$ cat src/hdl/arss_pkg.sv
// ---------------------------------------------------------------------------
// arss_pkg
// Shared widths, reset values, codes and types of the sample scaler.
// ---------------------------------------------------------------------------
package arss_pkg;

   // field widths
   localparam int SAMPLE_W   = 12;
   localparam int TARGET_W   = 10;
   localparam int PROD_W     = SAMPLE_W + TARGET_W;
   localparam int CSR_DATA_W = 32;
   localparam int CSR_ADDR_W = 3;

   // defaults handed to the top level parameters
   localparam int BLOCK_SAMPLES_DEFAULT = 16;
   localparam int QUEUE_DEPTH_DEFAULT   = 2;

   // reset values
   localparam logic [SAMPLE_W-1:0]        FULL_SCALE        = '1;
   localparam logic signed [TARGET_W-1:0] TARGET_LOW_RESET  = -10'sd40;
   localparam logic signed [TARGET_W-1:0] TARGET_HIGH_RESET = 10'sd140;

   // input opcodes
   typedef enum logic {
      OP_SAMPLE      = 1'b0,
      OP_RANGE_CLEAR = 1'b1
   } opcode_type;

   // register indexes
   typedef enum logic {
      REG_TARGET_LOW  = 1'b0,
      REG_TARGET_HIGH = 1'b1
   } reg_index_type;

   // work handed from the front to the back
   typedef enum logic {
      TASK_BLOCK = 1'b0,
      TASK_CLEAR = 1'b1
   } task_kind_type;

   // queue status seen by both sides
   typedef struct packed {
      logic full;
      logic empty;
   } queue_status_type;

endpackage

$ cat src/hdl/arss_if.sv
// ---------------------------------------------------------------------------
// arss_req_if / arss_rsp_if
// Valid/ready channels for raw samples in and scaled results out.
// ---------------------------------------------------------------------------
interface arss_req_if;
   import arss_pkg::*;

   logic                valid;
   logic                ready;
   logic                opcode;
   logic [SAMPLE_W-1:0] sample;

   modport source (output valid, opcode, sample, input ready);
   modport sink   (input valid, opcode, sample, output ready);
endinterface

interface arss_rsp_if;
   import arss_pkg::*;

   logic                       valid;
   logic                       ready;
   logic [SAMPLE_W-1:0]        average;
   logic [SAMPLE_W-1:0]        lowest_seen;
   logic [SAMPLE_W-1:0]        highest_seen;
   logic signed [TARGET_W-1:0] scaled;

   modport source (output valid, average, lowest_seen, highest_seen, scaled, input ready);
   modport sink   (input valid, average, lowest_seen, highest_seen, scaled, output ready);
endinterface

$ cat src/hdl/arss_divider.sv
// ---------------------------------------------------------------------------
// arss_divider
// Restoring unsigned divider, one quotient bit per cycle.
// ---------------------------------------------------------------------------
module arss_divider #(
   parameter int DVD_W = arss_pkg::PROD_W,
   parameter int DVS_W = arss_pkg::SAMPLE_W
) (
   input  logic             clock,
   input  logic             reset,
   input  logic             start,
   input  logic [DVD_W-1:0] dividend,
   input  logic [DVS_W-1:0] divisor,
   output logic             done,
   output logic [DVD_W-1:0] quotient
);
   import arss_pkg::*;

   localparam int CNT_W = $clog2(DVD_W + 1);

   logic [DVD_W-1:0] quo_ff, quo_in;
   logic [DVS_W-1:0] rem_ff, rem_in;
   logic [DVS_W-1:0] dvs_ff, dvs_in;
   logic [CNT_W-1:0] count_ff, count_in;
   logic             busy_ff, busy_in;
   logic             done_ff, done_in;
   logic [DVS_W:0]   trial;
   logic [DVS_W:0]   trial_sub;
   logic             fits;

   // trial subtract of the shifted remainder
   assign trial     = {rem_ff, quo_ff[DVD_W-1]};
   assign trial_sub = trial - {1'b0, dvs_ff};
   assign fits      = (trial >= {1'b0, dvs_ff});

   // step control
   always_comb begin
      quo_in   = quo_ff;
      rem_in   = rem_ff;
      dvs_in   = dvs_ff;
      count_in = count_ff;
      busy_in  = busy_ff;
      done_in  = 1'b0;
      if (start) begin
         quo_in   = dividend;
         rem_in   = '0;
         dvs_in   = divisor;
         count_in = CNT_W'(DVD_W);
         busy_in  = 1'b1;
      end else if (busy_ff) begin
         quo_in   = {quo_ff[DVD_W-2:0], fits};
         rem_in   = fits ? trial_sub[DVS_W-1:0] : trial[DVS_W-1:0];
         count_in = count_ff - CNT_W'(1);
         if (count_ff == CNT_W'(1)) begin
            busy_in = 1'b0;
            done_in = 1'b1;
         end
      end
   end

   // control state
   always_ff @(posedge clock) begin
      if (reset) begin
         count_ff <= '0;
         busy_ff  <= 1'b0;
         done_ff  <= 1'b0;
      end else begin
         count_ff <= count_in;
         busy_ff  <= busy_in;
         done_ff  <= done_in;
      end
   end

   // datapath
   always_ff @(posedge clock) begin
      quo_ff <= quo_in;
      rem_ff <= rem_in;
      dvs_ff <= dvs_in;
   end

   assign done     = done_ff;
   assign quotient = quo_ff;

endmodule

$ cat src/hdl/arss_queue.sv
// ---------------------------------------------------------------------------
// arss_queue
// Short register queue between the front and the back.
// ---------------------------------------------------------------------------
module arss_queue #(
   parameter int W     = 17,
   parameter int DEPTH = arss_pkg::QUEUE_DEPTH_DEFAULT
) (
   input  logic                       clock,
   input  logic                       reset,
   input  logic                       push,
   input  logic [W-1:0]               push_data,
   input  logic                       pop,
   output logic [W-1:0]               head,
   output arss_pkg::queue_status_type status
);
   import arss_pkg::*;

   localparam int PTR_W = (DEPTH > 1) ? $clog2(DEPTH) : 1;
   localparam int CNT_W = $clog2(DEPTH + 1);

   logic [W-1:0]     entry_ff [DEPTH];
   logic [PTR_W-1:0] wr_ptr_ff, wr_ptr_in;
   logic [PTR_W-1:0] rd_ptr_ff, rd_ptr_in;
   logic [CNT_W-1:0] fill_ff, fill_in;

   // pointer and fill update
   always_comb begin
      wr_ptr_in = wr_ptr_ff;
      rd_ptr_in = rd_ptr_ff;
      fill_in   = fill_ff;
      if (push) begin
         wr_ptr_in = (wr_ptr_ff == PTR_W'(DEPTH - 1)) ? '0 : wr_ptr_ff + PTR_W'(1);
      end
      if (pop) begin
         rd_ptr_in = (rd_ptr_ff == PTR_W'(DEPTH - 1)) ? '0 : rd_ptr_ff + PTR_W'(1);
      end
      if (push && !pop) begin
         fill_in = fill_ff + CNT_W'(1);
      end else if (pop && !push) begin
         fill_in = fill_ff - CNT_W'(1);
      end
   end

   always_ff @(posedge clock) begin
      if (reset) begin
         wr_ptr_ff <= '0;
         rd_ptr_ff <= '0;
         fill_ff   <= '0;
      end else begin
         wr_ptr_ff <= wr_ptr_in;
         rd_ptr_ff <= rd_ptr_in;
         fill_ff   <= fill_in;
      end
   end

   // entry storage
   always_ff @(posedge clock) begin
      if (push) begin
         entry_ff[wr_ptr_ff] <= push_data;
      end
   end

   assign head         = entry_ff[rd_ptr_ff];
   assign status.full  = (fill_ff == CNT_W'(DEPTH));
   assign status.empty = (fill_ff == '0);

endmodule

$ cat src/hdl/arss_front.sv
// ---------------------------------------------------------------------------
// arss_front
// Takes input transactions, sums sample blocks and queues block or clear work.
// ---------------------------------------------------------------------------
module arss_front #(
   parameter int BLOCK_SAMPLES = arss_pkg::BLOCK_SAMPLES_DEFAULT,
   parameter int SUM_W         = arss_pkg::SAMPLE_W + 4
) (
   input  logic                       clock,
   input  logic                       reset,
   arss_req_if.sink                   req_chan,
   input  arss_pkg::queue_status_type q_status,
   output logic                       q_push,
   output logic [SUM_W:0]             q_data
);
   import arss_pkg::*;

   localparam int CNT_W = (BLOCK_SAMPLES > 1) ? $clog2(BLOCK_SAMPLES) : 1;

   logic [SUM_W-1:0] sum_ff, sum_in;
   logic [CNT_W-1:0] count_ff, count_in;
   logic             accept;
   logic             last;
   logic [SUM_W-1:0] sum_next;

   assign req_chan.ready = !q_status.full;
   assign accept         = req_chan.valid && req_chan.ready;
   assign last           = (count_ff == CNT_W'(BLOCK_SAMPLES - 1));
   assign sum_next       = sum_ff + SUM_W'(req_chan.sample);

   // classify the transaction
   always_comb begin
      sum_in   = sum_ff;
      count_in = count_ff;
      q_push   = 1'b0;
      q_data   = {TASK_BLOCK, sum_next};
      if (accept) begin
         if (req_chan.opcode == OP_RANGE_CLEAR) begin
            q_push = 1'b1;
            q_data = {TASK_CLEAR, sum_next};
         end else if (last) begin
            q_push   = 1'b1;
            sum_in   = '0;
            count_in = '0;
         end else begin
            sum_in   = sum_next;
            count_in = count_ff + CNT_W'(1);
         end
      end
   end

   always_ff @(posedge clock) begin
      if (reset) begin
         sum_ff   <= '0;
         count_ff <= '0;
      end else begin
         sum_ff   <= sum_in;
         count_ff <= count_in;
      end
   end

endmodule

$ cat src/hdl/arss_back.sv
// ---------------------------------------------------------------------------
// arss_back
// Forms block means, tracks min/max and maps the mean onto the target range.
// ---------------------------------------------------------------------------
module arss_back #(
   parameter int BLOCK_SAMPLES = arss_pkg::BLOCK_SAMPLES_DEFAULT,
   parameter int SUM_W         = arss_pkg::SAMPLE_W + 4,
   parameter int DVD_W         = arss_pkg::PROD_W
) (
   input  logic                                 clock,
   input  logic                                 reset,
   input  arss_pkg::queue_status_type           q_status,
   input  logic [SUM_W:0]                       q_head,
   output logic                                 q_pop,
   input  logic signed [arss_pkg::TARGET_W-1:0] target_low,
   input  logic signed [arss_pkg::TARGET_W-1:0] target_high,
   arss_rsp_if.source                           rsp_chan
);
   import arss_pkg::*;

   // reciprocal of the block length, exact floor for every sum below 2**SUM_W
   localparam int RECIP_SHIFT = SUM_W + $clog2(BLOCK_SAMPLES);
   localparam int RECIP_W     = SUM_W + 1;
   localparam logic [RECIP_W-1:0] RECIP =
      RECIP_W'(((1 << RECIP_SHIFT) + BLOCK_SAMPLES - 1) / BLOCK_SAMPLES);

   typedef enum logic [4:0] {
      ST_IDLE  = 5'b00001,
      ST_MEAN  = 5'b00010,
      ST_MAP   = 5'b00100,
      ST_SCALE = 5'b01000,
      ST_SEND  = 5'b10000
   } back_state_type;

   back_state_type             state_ff, state_in;
   logic [SAMPLE_W-1:0]        range_low_ff, range_low_in;
   logic [SAMPLE_W-1:0]        range_high_ff, range_high_in;
   logic [SAMPLE_W-1:0]        mean_ff, mean_in;
   logic signed [TARGET_W-1:0] scaled_ff, scaled_in;
   logic                       out_valid_ff, out_valid_in;
   logic [SAMPLE_W-1:0]        out_avg_ff, out_low_ff, out_high_ff;
   logic signed [TARGET_W-1:0] out_scaled_ff;
   logic                       out_load;

   task_kind_type              head_kind;
   logic [SUM_W-1:0]           head_sum;
   logic [SUM_W+RECIP_W-1:0]   mean_prod;
   logic [SAMPLE_W-1:0]        mean_q;
   logic                       has_span;
   logic [SAMPLE_W-1:0]        clamped;
   logic [SAMPLE_W-1:0]        offset;
   logic [SAMPLE_W-1:0]        span;
   logic [TARGET_W:0]          diff;
   logic [TARGET_W:0]          diff_abs;
   logic                       diff_neg;
   logic [PROD_W-1:0]          product;
   logic [TARGET_W:0]          quo_signed;
   logic [TARGET_W:0]          scaled_sum;

   logic                       div_start;
   logic [DVD_W-1:0]           div_dividend;
   logic [SAMPLE_W-1:0]        div_divisor;
   logic                       div_done;
   logic [DVD_W-1:0]           div_quotient;

   assign head_kind = task_kind_type'(q_head[SUM_W]);
   assign head_sum  = q_head[SUM_W-1:0];

   // block mean by reciprocal multiplication
   assign mean_prod = {{RECIP_W{1'b0}}, head_sum} * {{SUM_W{1'b0}}, RECIP};
   assign mean_q    = mean_prod[RECIP_SHIFT +: SAMPLE_W];

   // linear map datapath
   assign has_span = (range_high_ff > range_low_ff);
   assign clamped  = (mean_ff < range_low_ff)  ? range_low_ff  :
                     (mean_ff > range_high_ff) ? range_high_ff : mean_ff;
   assign offset   = clamped - range_low_ff;
   assign span     = range_high_ff - range_low_ff;
   assign diff     = {target_high[TARGET_W-1], target_high}
                   - {target_low[TARGET_W-1], target_low};
   assign diff_neg = diff[TARGET_W];
   assign diff_abs = diff_neg ? (~diff + (TARGET_W+1)'(1)) : diff;
   assign product  = {{TARGET_W{1'b0}}, offset} * {{SAMPLE_W{1'b0}}, diff_abs[TARGET_W-1:0]};

   // signed quotient added to the low target
   assign quo_signed = diff_neg ? (~{1'b0, div_quotient[TARGET_W-1:0]} + (TARGET_W+1)'(1))
                                : {1'b0, div_quotient[TARGET_W-1:0]};
   assign scaled_sum = {target_low[TARGET_W-1], target_low} + quo_signed;

   // divider operands for the map
   assign div_dividend = DVD_W'(product);
   assign div_divisor  = span;

   // sequencer
   always_comb begin
      state_in      = state_ff;
      range_low_in  = range_low_ff;
      range_high_in = range_high_ff;
      mean_in       = mean_ff;
      scaled_in     = scaled_ff;
      q_pop         = 1'b0;
      div_start     = 1'b0;
      out_load      = 1'b0;
      unique case (state_ff)
         ST_IDLE: begin
            if (!q_status.empty) begin
               q_pop = 1'b1;
               if (head_kind == TASK_CLEAR) begin
                  range_low_in  = FULL_SCALE;
                  range_high_in = '0;
               end else begin
                  mean_in  = mean_q;
                  state_in = ST_MEAN;
               end
            end
         end
         ST_MEAN: begin
            if (mean_ff < range_low_ff) begin
               range_low_in = mean_ff;
            end
            if (mean_ff > range_high_ff) begin
               range_high_in = mean_ff;
            end
            state_in = ST_MAP;
         end
         ST_MAP: begin
            if (has_span) begin
               div_start = 1'b1;
               state_in  = ST_SCALE;
            end else begin
               scaled_in = target_low;
               state_in  = ST_SEND;
            end
         end
         ST_SCALE: begin
            if (div_done) begin
               scaled_in = scaled_sum[TARGET_W-1:0];
               state_in  = ST_SEND;
            end
         end
         ST_SEND: begin
            if (!out_valid_ff || rsp_chan.ready) begin
               out_load = 1'b1;
               state_in = ST_IDLE;
            end
         end
         default: begin
            state_in = ST_IDLE;
         end
      endcase
   end

   // output register valid
   always_comb begin
      out_valid_in = out_valid_ff;
      if (out_load) begin
         out_valid_in = 1'b1;
      end else if (rsp_chan.ready) begin
         out_valid_in = 1'b0;
      end
   end

   always_ff @(posedge clock) begin
      if (reset) begin
         state_ff      <= ST_IDLE;
         range_low_ff  <= FULL_SCALE;
         range_high_ff <= '0;
         out_valid_ff  <= 1'b0;
      end else begin
         state_ff      <= state_in;
         range_low_ff  <= range_low_in;
         range_high_ff <= range_high_in;
         out_valid_ff  <= out_valid_in;
      end
   end

   // payload registers
   always_ff @(posedge clock) begin
      mean_ff   <= mean_in;
      scaled_ff <= scaled_in;
      if (out_load) begin
         out_avg_ff    <= mean_ff;
         out_low_ff    <= range_low_ff;
         out_high_ff   <= range_high_ff;
         out_scaled_ff <= scaled_ff;
      end
   end

   assign rsp_chan.valid        = out_valid_ff;
   assign rsp_chan.average      = out_avg_ff;
   assign rsp_chan.lowest_seen  = out_low_ff;
   assign rsp_chan.highest_seen = out_high_ff;
   assign rsp_chan.scaled       = out_scaled_ff;

   arss_divider #(
      .DVD_W (DVD_W),
      .DVS_W (SAMPLE_W)
   ) u_divider (
      .clock    (clock),
      .reset    (reset),
      .start    (div_start),
      .dividend (div_dividend),
      .divisor  (div_divisor),
      .done     (div_done),
      .quotient (div_quotient)
   );

endmodule

$ cat src/hdl/auto_range_sample_scaler.sv
// ---------------------------------------------------------------------------
// auto_range_sample_scaler
// Block averaging of converter samples with min/max auto-range and a linear
// map of each block mean onto a programmable target range.
// ---------------------------------------------------------------------------
//  channel   direction  handshake       payload
//  req_chan  in         valid/ready     opcode, sample
//  rsp_chan  out        valid/ready     average, lowest_seen, highest_seen, scaled
//  csr_*     in/out     apb write/read  target_low @0x0, target_high @0x4
//
//  a sample or range clear transaction is taken by the front
//  a finished block steps the back through its mean, map, scale and send
//  states, with one pass through the one-bit-per-cycle divider for the map;
//  an empty or single-point range skips the divider and the scale state
//  a two-entry queue lets the front keep taking transactions meanwhile;
//  req ready drops only while the queue is full, a stalled result holds the back
//  synchronous active-high reset; no clearing pass
// ---------------------------------------------------------------------------
module auto_range_sample_scaler #(
   parameter int BLOCK_SAMPLES = arss_pkg::BLOCK_SAMPLES_DEFAULT,
   parameter int QUEUE_DEPTH   = arss_pkg::QUEUE_DEPTH_DEFAULT
) (
   input  logic                             clock,
   input  logic                             reset,
   arss_req_if.sink                         req_chan,
   arss_rsp_if.source                       rsp_chan,
   input  logic                             csr_psel,
   input  logic                             csr_penable,
   input  logic                             csr_pwrite,
   input  logic [arss_pkg::CSR_ADDR_W-1:0]  csr_paddr,
   input  logic [arss_pkg::CSR_DATA_W-1:0]  csr_pwdata,
   output logic [arss_pkg::CSR_DATA_W-1:0]  csr_prdata,
   output logic                             csr_pready
);
   import arss_pkg::*;

   localparam int SUM_W = SAMPLE_W + $clog2(BLOCK_SAMPLES);
   localparam int DVD_W = PROD_W;

   logic signed [TARGET_W-1:0] target_low_ff, target_low_in;
   logic signed [TARGET_W-1:0] target_high_ff, target_high_in;
   logic                       csr_write;
   reg_index_type              csr_index;

   queue_status_type           q_status;
   logic                       q_push;
   logic                       q_pop;
   logic [SUM_W:0]             q_data;
   logic [SUM_W:0]             q_head;

   // register file
   assign csr_pready = 1'b1;
   assign csr_write  = csr_psel && csr_penable && csr_pwrite && csr_pready;
   assign csr_index  = reg_index_type'(csr_paddr[2]);

   always_comb begin
      target_low_in  = target_low_ff;
      target_high_in = target_high_ff;
      csr_prdata     = '0;
      unique case (csr_index)
         REG_TARGET_LOW: begin
            csr_prdata = CSR_DATA_W'(target_low_ff);
            if (csr_write) begin
               target_low_in = csr_pwdata[TARGET_W-1:0];
            end
         end
         REG_TARGET_HIGH: begin
            csr_prdata = CSR_DATA_W'(target_high_ff);
            if (csr_write) begin
               target_high_in = csr_pwdata[TARGET_W-1:0];
            end
         end
         default: begin
            csr_prdata = '0;
         end
      endcase
   end

   always_ff @(posedge clock) begin
      if (reset) begin
         target_low_ff  <= TARGET_LOW_RESET;
         target_high_ff <= TARGET_HIGH_RESET;
      end else begin
         target_low_ff  <= target_low_in;
         target_high_ff <= target_high_in;
      end
   end

   arss_front #(
      .BLOCK_SAMPLES (BLOCK_SAMPLES),
      .SUM_W         (SUM_W)
   ) u_front (
      .clock    (clock),
      .reset    (reset),
      .req_chan (req_chan),
      .q_status (q_status),
      .q_push   (q_push),
      .q_data   (q_data)
   );

   arss_queue #(
      .W     (SUM_W + 1),
      .DEPTH (QUEUE_DEPTH)
   ) u_queue (
      .clock     (clock),
      .reset     (reset),
      .push      (q_push),
      .push_data (q_data),
      .pop       (q_pop),
      .head      (q_head),
      .status    (q_status)
   );

   arss_back #(
      .BLOCK_SAMPLES (BLOCK_SAMPLES),
      .SUM_W         (SUM_W),
      .DVD_W         (DVD_W)
   ) u_back (
      .clock       (clock),
      .reset       (reset),
      .q_status    (q_status),
      .q_head      (q_head),
      .q_pop       (q_pop),
      .target_low  (target_low_ff),
      .target_high (target_high_ff),
      .rsp_chan    (rsp_chan)
   );

   // front never writes into a full queue
   a_no_overflow: assert property (@(posedge clock) disable iff (reset)
      q_push |-> !q_status.full)
      else $error("queue push while full");

   // back never pops an empty queue
   a_no_underflow: assert property (@(posedge clock) disable iff (reset)
      q_pop |-> !q_status.empty)
      else $error("queue pop while empty");

   // a reported mean lies inside the reported range
   a_mean_in_range: assert property (@(posedge clock) disable iff (reset)
      rsp_chan.valid |-> (rsp_chan.lowest_seen <= rsp_chan.average &&
                          rsp_chan.average <= rsp_chan.highest_seen))
      else $error("average outside observed range");

   // mapped value lies between the two targets
   a_scaled_bounded: assert property (@(posedge clock) disable iff (reset)
      rsp_chan.valid |->
         ((rsp_chan.scaled >= target_low_ff && rsp_chan.scaled <= target_high_ff) ||
          (rsp_chan.scaled <= target_low_ff && rsp_chan.scaled >= target_high_ff)))
      else $error("scaled value outside target range");

endmodule
$ cat src/flat_wrapper.sv
// flat-port wrapper written by rule: the top's interface ports become plain ports
module auto_range_sample_scaler_flat import arss_pkg::*;
#(
   parameter int BLOCK_SAMPLES = arss_pkg::BLOCK_SAMPLES_DEFAULT,
   parameter int QUEUE_DEPTH   = arss_pkg::QUEUE_DEPTH_DEFAULT
)
  (clock, reset, csr_psel, csr_penable, csr_pwrite, csr_paddr, csr_pwdata, csr_prdata, csr_pready, req_chan_valid, req_chan_opcode, req_chan_sample, req_chan_ready, rsp_chan_valid, rsp_chan_average, rsp_chan_lowest_seen, rsp_chan_highest_seen, rsp_chan_scaled, rsp_chan_ready);
  arss_req_if req_chan_i ();
  arss_rsp_if rsp_chan_i ();
  input  logic clock;
  input  logic reset;
  input  logic csr_psel;
  input  logic csr_penable;
  input  logic csr_pwrite;
  input  logic [arss_pkg::CSR_ADDR_W-1:0] csr_paddr;
  input  logic [arss_pkg::CSR_DATA_W-1:0] csr_pwdata;
  output logic [arss_pkg::CSR_DATA_W-1:0] csr_prdata;
  output logic csr_pready;
  input wire logic [$bits(req_chan_i.valid)-1:0] req_chan_valid;
  input wire logic [$bits(req_chan_i.opcode)-1:0] req_chan_opcode;
  input wire logic [$bits(req_chan_i.sample)-1:0] req_chan_sample;
  output wire logic [$bits(req_chan_i.ready)-1:0] req_chan_ready;
  output wire logic [$bits(rsp_chan_i.valid)-1:0] rsp_chan_valid;
  output wire logic [$bits(rsp_chan_i.average)-1:0] rsp_chan_average;
  output wire logic [$bits(rsp_chan_i.lowest_seen)-1:0] rsp_chan_lowest_seen;
  output wire logic [$bits(rsp_chan_i.highest_seen)-1:0] rsp_chan_highest_seen;
  output wire logic [$bits(rsp_chan_i.scaled)-1:0] rsp_chan_scaled;
  input wire logic [$bits(rsp_chan_i.ready)-1:0] rsp_chan_ready;
  assign req_chan_i.valid = req_chan_valid;
  assign req_chan_i.opcode = req_chan_opcode;
  assign req_chan_i.sample = req_chan_sample;
  assign req_chan_ready = req_chan_i.ready;
  assign rsp_chan_valid = rsp_chan_i.valid;
  assign rsp_chan_average = rsp_chan_i.average;
  assign rsp_chan_lowest_seen = rsp_chan_i.lowest_seen;
  assign rsp_chan_highest_seen = rsp_chan_i.highest_seen;
  assign rsp_chan_scaled = rsp_chan_i.scaled;
  assign rsp_chan_i.ready = rsp_chan_ready;
  auto_range_sample_scaler #(.BLOCK_SAMPLES(BLOCK_SAMPLES), .QUEUE_DEPTH(QUEUE_DEPTH)) u_core (.clock(clock), .reset(reset), .req_chan(req_chan_i), .rsp_chan(rsp_chan_i), .csr_psel(csr_psel), .csr_penable(csr_penable), .csr_pwrite(csr_pwrite), .csr_paddr(csr_paddr), .csr_pwdata(csr_pwdata), .csr_prdata(csr_prdata), .csr_pready(csr_pready));
endmodule
$ cat config.mk
export PLATFORM = sky130hd
export DESIGN_NAME = auto_range_sample_scaler_flat
export DESIGN_NICKNAME = d
export VERILOG_FILES = /design/src/hdl/arss_pkg.sv /design/src/hdl/arss_if.sv /design/src/hdl/arss_divider.sv /design/src/hdl/arss_queue.sv /design/src/hdl/arss_front.sv /design/src/hdl/arss_back.sv /design/src/hdl/auto_range_sample_scaler.sv /design/src/flat_wrapper.sv
export SDC_FILE = /design/constraint.sdc
export NUM_CORES = 1
export LEC_CHECK = 0
export ABC_AREA = 1
export ABC_CLOCK_PERIOD_IN_PS = 16800
export BUFFER_PORTS_ARGS = -buffer_cell sky130_fd_sc_hd__buf_2
export CORE_MARGIN = 1
export CORE_UTILIZATION = 50
export CTS_CLUSTER_SIZE = 14
export DETAILED_ROUTE_END_ITERATION = 16
export GPL_TIMING_DRIVEN = 0
export PLACE_DENSITY = 0.77
export RECOVER_POWER = 25
export SYNTH_ARGS = -nofsm -noshare
export SYNTH_HDL_FRONTEND = slang
export SYNTH_SLANG_ARGS = --single-unit
$ cat constraint.sdc
create_clock -name clock -period 16.8 [get_ports clock]
set_input_delay 2.52 -clock clock [delete_from_list [all_inputs] [get_ports clock]]
set_output_delay 2.52 -clock clock [all_outputs]
set_load 0.02 [all_outputs]
==> flow_metrics.py, run 1 <==
metrics = {
    "logic_synthesis": {
        "syn_nets": 2365,
        "synth_area_mm2": 0.0168,
        "netlist_instances": 2073,
        "synth.avg_cell_area_um2": 8.13,
        "ys_seq_area_frac": 0.340,
        "yosysWarnings": 0,
        "synth_seq_cells": 222,
        "yosys.cell_types.count": 51,
    },
    "setup_path": {
        "crit_required_ns": 17.07,
        "cp_max_fo": 10,
        "cp_common_cell": "nand2_1",
        "worstSetupStartpointType": "register",
        "worstPathArrival_ns": 9.27,
        "cpMaxStageDelayCell": "xor2_1",
        "path_class": "register to register",
        "max_stage_delay_ns": 0.93,
        "critPathCaptureType": "register",
    },
    "cts": {
        "clockBufferDepth": 3,
        "clk_pin_slew_ns": 0.07,
        "cts_hold_buf": 0,
        "clock_latency_ns": 0.51,
        "cts_tree": "built",
        "cts_sinks": 222,
        "cts_resized": 0,
        "cts_setup_buffers": 0,
        "htree_levels": 1,
        "cts_made_buffers": 22,
        "cts-root-buf": "clkbuf_16",
    },
    "drt": {
        "drtIter0Drc": 868,
        "avgViaCountPerCell": 5.41,
        "drt_pass1_iterations": 6,
        "drc": 0,
        "wirelength_um": 41300,
        "ant_nets": 0,
        "wire_per_inst_um": 15.5,
        "vias": 14430,
    },
    "timing": {
        "slew_headroom": -0.242,
        "worst_pin_slew_ns": 1.86,
        "finalCritPeriodShare": 0.536,
        "finalSetupViolations": 0,
        "whs_ns": 0.435,
        "rsz0062_at_grt": "no",
        "finClkSkew_ns": 0.0145,
        "min_period_ns": 9.01,
        "finalMaxSlewViolations": 37,
        "timing.setup.tns_ns": 0,
        "fmax_mhz": 111,
        "hold_viol_final": 0,
    },
    "floorplanning": {
        "coreArea_mm2": 0.0329,
        "die_h_um": 186,
        "dieArea_mm2": 0.0344,
        "initial_core_util": 0.512,
        "die_x_um": 186,
        "pin_count": 136,
        "row_count": 66,
    },
    "finish": {
        "antennaDiodeCount": 0,
        "nets": 2500,
        "instances_no_fill": 2666,
        "mostFrequentLayoutCells": "480 x nand2_1, 302 x inv_1, 178 x nor2_1",
        "syn2layout_area_growth_pct": 11.0,
        "finalInstanceArea_mm2": 0.0187,
        "layout-drive-gt1-share": 0.0985,
        "final_common_cell": "nand2_1",
    },
    "global_routing": {
        "grt_first_pass_wirelength_um": 67800,
        "overflow": 0,
        "antenna_found_initial": 0,
        "track_usage": 0.245,
        "grt_max_degree": 37,
        "grt_pass1_vias": 14025,
    },
    "run_status": {
        "violations": "max-capacitance violations, max-slew violations",
        "outcome": "finished, violations left",
    },
    "min_path": {
        "min_path_type": "register to register",
    },
    "placement": {
        "gp_congestion": 0.978,
        "dp.cells": 2626,
        "port_buffers": 109,
        "placed_area_mm2": 0.0180,
        "place_hpwl_um": 32300,
    },
    "job": {
        "cap_violations": 1,
    },
}
registers in the layout (all words and copies together) (netlist names), 10 cells and up, named ones only:
signal and flops:
u_core.u_queue.entry_ff 26, u_core.u_back.u_divider.quotient 22, u_core.u_front.sum_ff 16, u_core.u_back.mean_ff 12
u_core.u_back.range_high_ff 12, u_core.u_back.range_low_ff 12, u_core.u_back.rsp_chan.average 12, u_core.u_back.rsp_chan.highest_seen 12
u_core.u_back.rsp_chan.lowest_seen 12, u_core.u_back.u_divider.dvs_ff 12, u_core.u_back.u_divider.rem_ff 12, u_core.target_high_ff 10
u_core.target_low_ff 10, u_core.u_back.rsp_chan.scaled 10, u_core.u_back.scaled_ff 10
cells by family after synthesis:
group | Yosys count | synth area share
DFF | 222 | 0.340
xor gates and xnor gates | 73 | 0.0395
AOI/OAI and AO/OA | 308 | 0.102
and+or+nand+nor | 857 | 0.214
other | 1 | 0.000223
buffers and inverters | 375 | 0.0914
adders and majority gates | 237 | 0.213
metrics by stage:
step / setup WS [ns] / util
detailed placement: 8.09 / 0.547
floorplan: 9.56 / -
global route: 7.22 / 0.569
finish: 7.79 / 0.569
global placement: 8.12 / 0.546
CTS: 8.03 / 0.570
layer usage:
metal / global-route usage / vias up / part of all wire
met3: 0.0340 / 83 / 0.070
met4: 0.0702 / 0 / 0.028
met2: 0.414 / 519 / 0.46
met1: 0.328 / 6810 / 0.44
li1: - / 7018 / -
met5: 0 / - / 0
worst paths after layout:
kind | startpoint | end | slack (ns) | depth (start not counted)
setup reg to reg | u_core.u_back.range_low_ff[1] | u_core.u_back.u_divider.quotient[20] | 7.79 | 32
hold reg to reg | u_core.u_back.scaled_ff[4] | u_core.u_back.rsp_chan.scaled[4] | 0.43 | 0
hold / removal | u_core.u_back.scaled_ff[4] | u_core.u_back.rsp_chan.scaled[4] | 0.43 | 0
setup / recovery | u_core.u_back.range_low_ff[1] | u_core.u_back.u_divider.quotient[20] | 7.79 | 32
cells in the mapped netlist, drive strengths merged:
cell | instances | area (um2)
nand3 | 104 | 521
o211ai | 15 | 113
o311ai | 1 | 8.76
nand3b | 8 | 72.6
o21a | 4 | 30.0
nand2 | 492 | 1890
or2 | 2 | 12.5
a21boi | 4 | 30.0
edfxtp | 128 | 3840
nor3b | 1 | 7.51
a21o | 11 | 83.8
a211oi | 1 | 7.51
nand4 | 27 | 169
clkinv | 3 | 12.5
o21bai | 14 | 105
nor2 | 183 | 699
a31oi | 20 | 125
inv | 311 | 1170
conb | 1 | 3.75
fa | 84 | 1680
buf | 40 | 280
ha | 153 | 1910
nor3 | 30 | 155
and2 | 4 | 25.0
xor2 | 50 | 457
xnor2 | 23 | 209
o21ai | 112 | 568
a2bb2oi | 1 | 8.76
clkbuf | 21 | 78.8
dfxtp | 94 | 1880
a31o | 1 | 8.76
a21oi | 124 | 624
nor4 | 6 | 52.6
area by class of cell:
class	count	area [um2]
Fill cell	3012	14200
Clock buffer	32	618
Timing Repair Buffer	111	561
Sequential cell	222	5730
Inverter	314	1180
Clock inverter	8	135
Tap cell	442	553
Multi-Input combinational cell	1476	9570
Buffer	61	358
critical path: cells and delay by family (launching register included):
kind,cells,cell delay (ns)
and+or+nand+nor,11,1.20
AOI/OAI and AO/OA,5,1.16
buffers and inverters,6,1.03
DFF,1,0.49
xor gates and xnor gates,1,0.93
adders and majority gates,9,3.95
Power of run 1 is not shown: default switching activity piles up to over one toggle a cycle in this logic, so the estimate is an artifact.
==> inputs of run 2 (changes only) <==
- ABC_CLOCK_PERIOD_IN_PS: 16800 -> 9300
- clock period: 16.8 -> 9.3 ns (I/O delays scaled with it)
==> flow_metrics.py, run 2 (synthesis results as in run 1) <==
metrics = {
    "timing": {
        "whs_ns": 0.435,
        "fmax_mhz": 115,
        "finalSetupViolations": 0,
        "min_period_ns": 8.66,
        "worst_pin_slew_ns": 1.86,
        "finalMaxSlewViolations": 37,
        "finClkSkew_ns": 0.0128,
        "worst_slack_ns": 0.638,
        "rsz0062_at_grt": "no",
        "hold_viol_final": 0,
        "timing.setup.tns_ns": 0,
        "slew_headroom": -0.243,
        "finalCritPeriodShare": 0.931,
    },
    "run_status": {
        "violations": "max-capacitance violations, max-slew violations",
        "outcome": "finished, violations left",
    },
    "finish": {
        "mostFrequentLayoutCells": "480 x nand2_1, 302 x inv_1, 178 x nor2_1",
        "post-route-util": 0.571,
        "antennaDiodeCount": 0,
        "fillers": 3000,
        "top_register": "u_core.u_queue.entry_ff",
        "layout-drive-gt1-share": 0.103,
        "largest_reg_flops": 26,
        "syn2layout_area_growth_pct": 11.4,
        "final_common_cell": "nand2_1",
        "nets": 2502,
    },
    "floorplanning": {
        "coreArea_mm2": 0.0329,
        "dieArea_mm2": 0.0344,
        "initial_core_util": 0.512,
        "die_h_um": 186,
        "die_x_um": 186,
        "pin_count": 136,
        "row_count": 66,
    },
    "drt": {
        "drt_pass1_iterations": 5,
        "m1WireLength_um": 18200,
        "met3_length_um": 2740,
        "drtIter0Drc": 907,
        "wirelength_um": 41400,
        "ant_nets": 0,
        "drc": 0,
        "vias": 14444,
        "avgViaCountPerCell": 5.41,
        "top_layer_used": "met4",
        "wire_per_inst_um": 15.5,
        "met2_length_um": 19200,
    },
    "global_routing": {
        "grt_first_pass_wirelength_um": 67800,
        "track_usage": 0.245,
        "grt_max_degree": 37,
        "antenna_found_initial": 0,
        "overflow": 0,
        "grt_pass1_vias": 14025,
    },
    "placement": {
        "gp_congestion": 0.978,
        "place_hpwl_um": 32300,
        "dpl_worst_slack_ns": 0.589,
        "port_buffers": 109,
    },
    "min_path": {
        "min_path_type": "register to register",
    },
    "setup_path": {
        "critPathCaptureType": "register",
        "path_class": "register to register",
        "cp_max_fo": 10,
        "r2r-start": "u_core.u_back.range_low_ff[1]",
        "r2r-end": "u_core.u_back.u_divider.quotient[20]",
        "startpoint": "u_core.u_back.range_low_ff[1]",
        "critical_path.endpoint": "u_core.u_back.u_divider.quotient[20]",
        "max_stage_delay_ns": 0.86,
        "crit_required_ns": 9.57,
        "worstSetupStartpointType": "register",
        "r2r_slack_ns": 0.64,
        "rr_worst_depth": 33,
        "cpMaxStageDelayCell": "xor2_1",
        "cp_common_cell": "nand2_1",
        "worstPathArrival_ns": 8.93,
    },
    "job": {
        "cap_violations": 1,
    },
    "cts": {
        "htree_levels": 1,
        "clk_pin_slew_ns": 0.07,
        "clock_latency_ns": 0.52,
        "cts_tree": "built",
        "cts_made_buffers": 22,
        "clockBufferDepth": 3,
        "cts-root-buf": "clkbuf_16",
        "cts_sinks": 222,
    },
}
run 2: cell types whose count changed in the layout (fill, tap and decap cells not counted), sizes merged:
cell    change
buf         +3
clkbuf      -1
run 2: cell type report:
type / instances / area (um2) / share of cell area
clock inverters: 8 / 135 / 0.00720
plain buffers: 61 / 360 / 0.0192
clock buffers: 32 / 618 / 0.0329
flip-flops and latches: 222 / 5730 / 0.305
well taps: 442 / 553 / 0.0295
inverters: 314 / 1180 / 0.0629
multi-input cells: 1476 / 9620 / 0.513
repair buffers: 113 / 576 / 0.0307
run 2: worst max-delay path: cells and delay by family, from the launching register on:
kind / cells / cell delay [ns]
compound gates: 5 / 1.17
simple gates: 13 / 1.37
buf+inv: 6 / 1.00
xor+xnor: 1 / 0.86
fa+ha+maj: 8 / 3.51
flops: 1 / 0.50
run 2: timing repair:
item / in CTS / in global routing
gates resized for setup: 0 / 8
endpoints found under the setup margin: 0 / 4
setup buffers: 0 / 2
hold buffers: 0 / 0
run 2: worst min-delay path by stage:
| stage | slack, ns | to | start | cells past startpoint |
|---|---|---|---|---|
| 3_3_place_gp | 0.41 | u_core.u_back.rsp_chan.scaled[8] | u_core.u_back.scaled_ff[8] | 0 |
| 6_report | 0.43 | u_core.u_back.rsp_chan.scaled[4] | u_core.u_back.scaled_ff[4] | 0 |
| 5_1_grt | 0.44 | u_core.u_back.rsp_chan.scaled[4] | u_core.u_back.scaled_ff[4] | 0 |
| 4_1_cts | 0.44 | u_core.u_back.rsp_chan.scaled[4] | u_core.u_back.scaled_ff[4] | 0 |
| 2_1_floorplan | 0.40 | u_core.u_back.rsp_chan.scaled[0] | u_core.u_back.scaled_ff[0] | 0 |
| 3_5_place_dp | 0.40 | u_core.u_back.rsp_chan.scaled[5] | u_core.u_back.scaled_ff[5] | 0 |
run 2: per-stage QoR:
step	instance area [um2]	cells
3_3_place_gp	17900	2624
6_report	18800	2668
5_1_grt	18800	2668
3_5_place_dp	18000	2626
4_1_cts	18700	2666
2_1_floorplan	16800	2073
run 2: layer usage:
layer / GRT usage / vias to the layer above
li1: - / 7022
met1: 0.328 / 6850
met2: 0.414 / 487
met3: 0.0340 / 85
met4: 0.0702 / 0
met5: 0 / -
Power of run 2 is left out for the same reason.
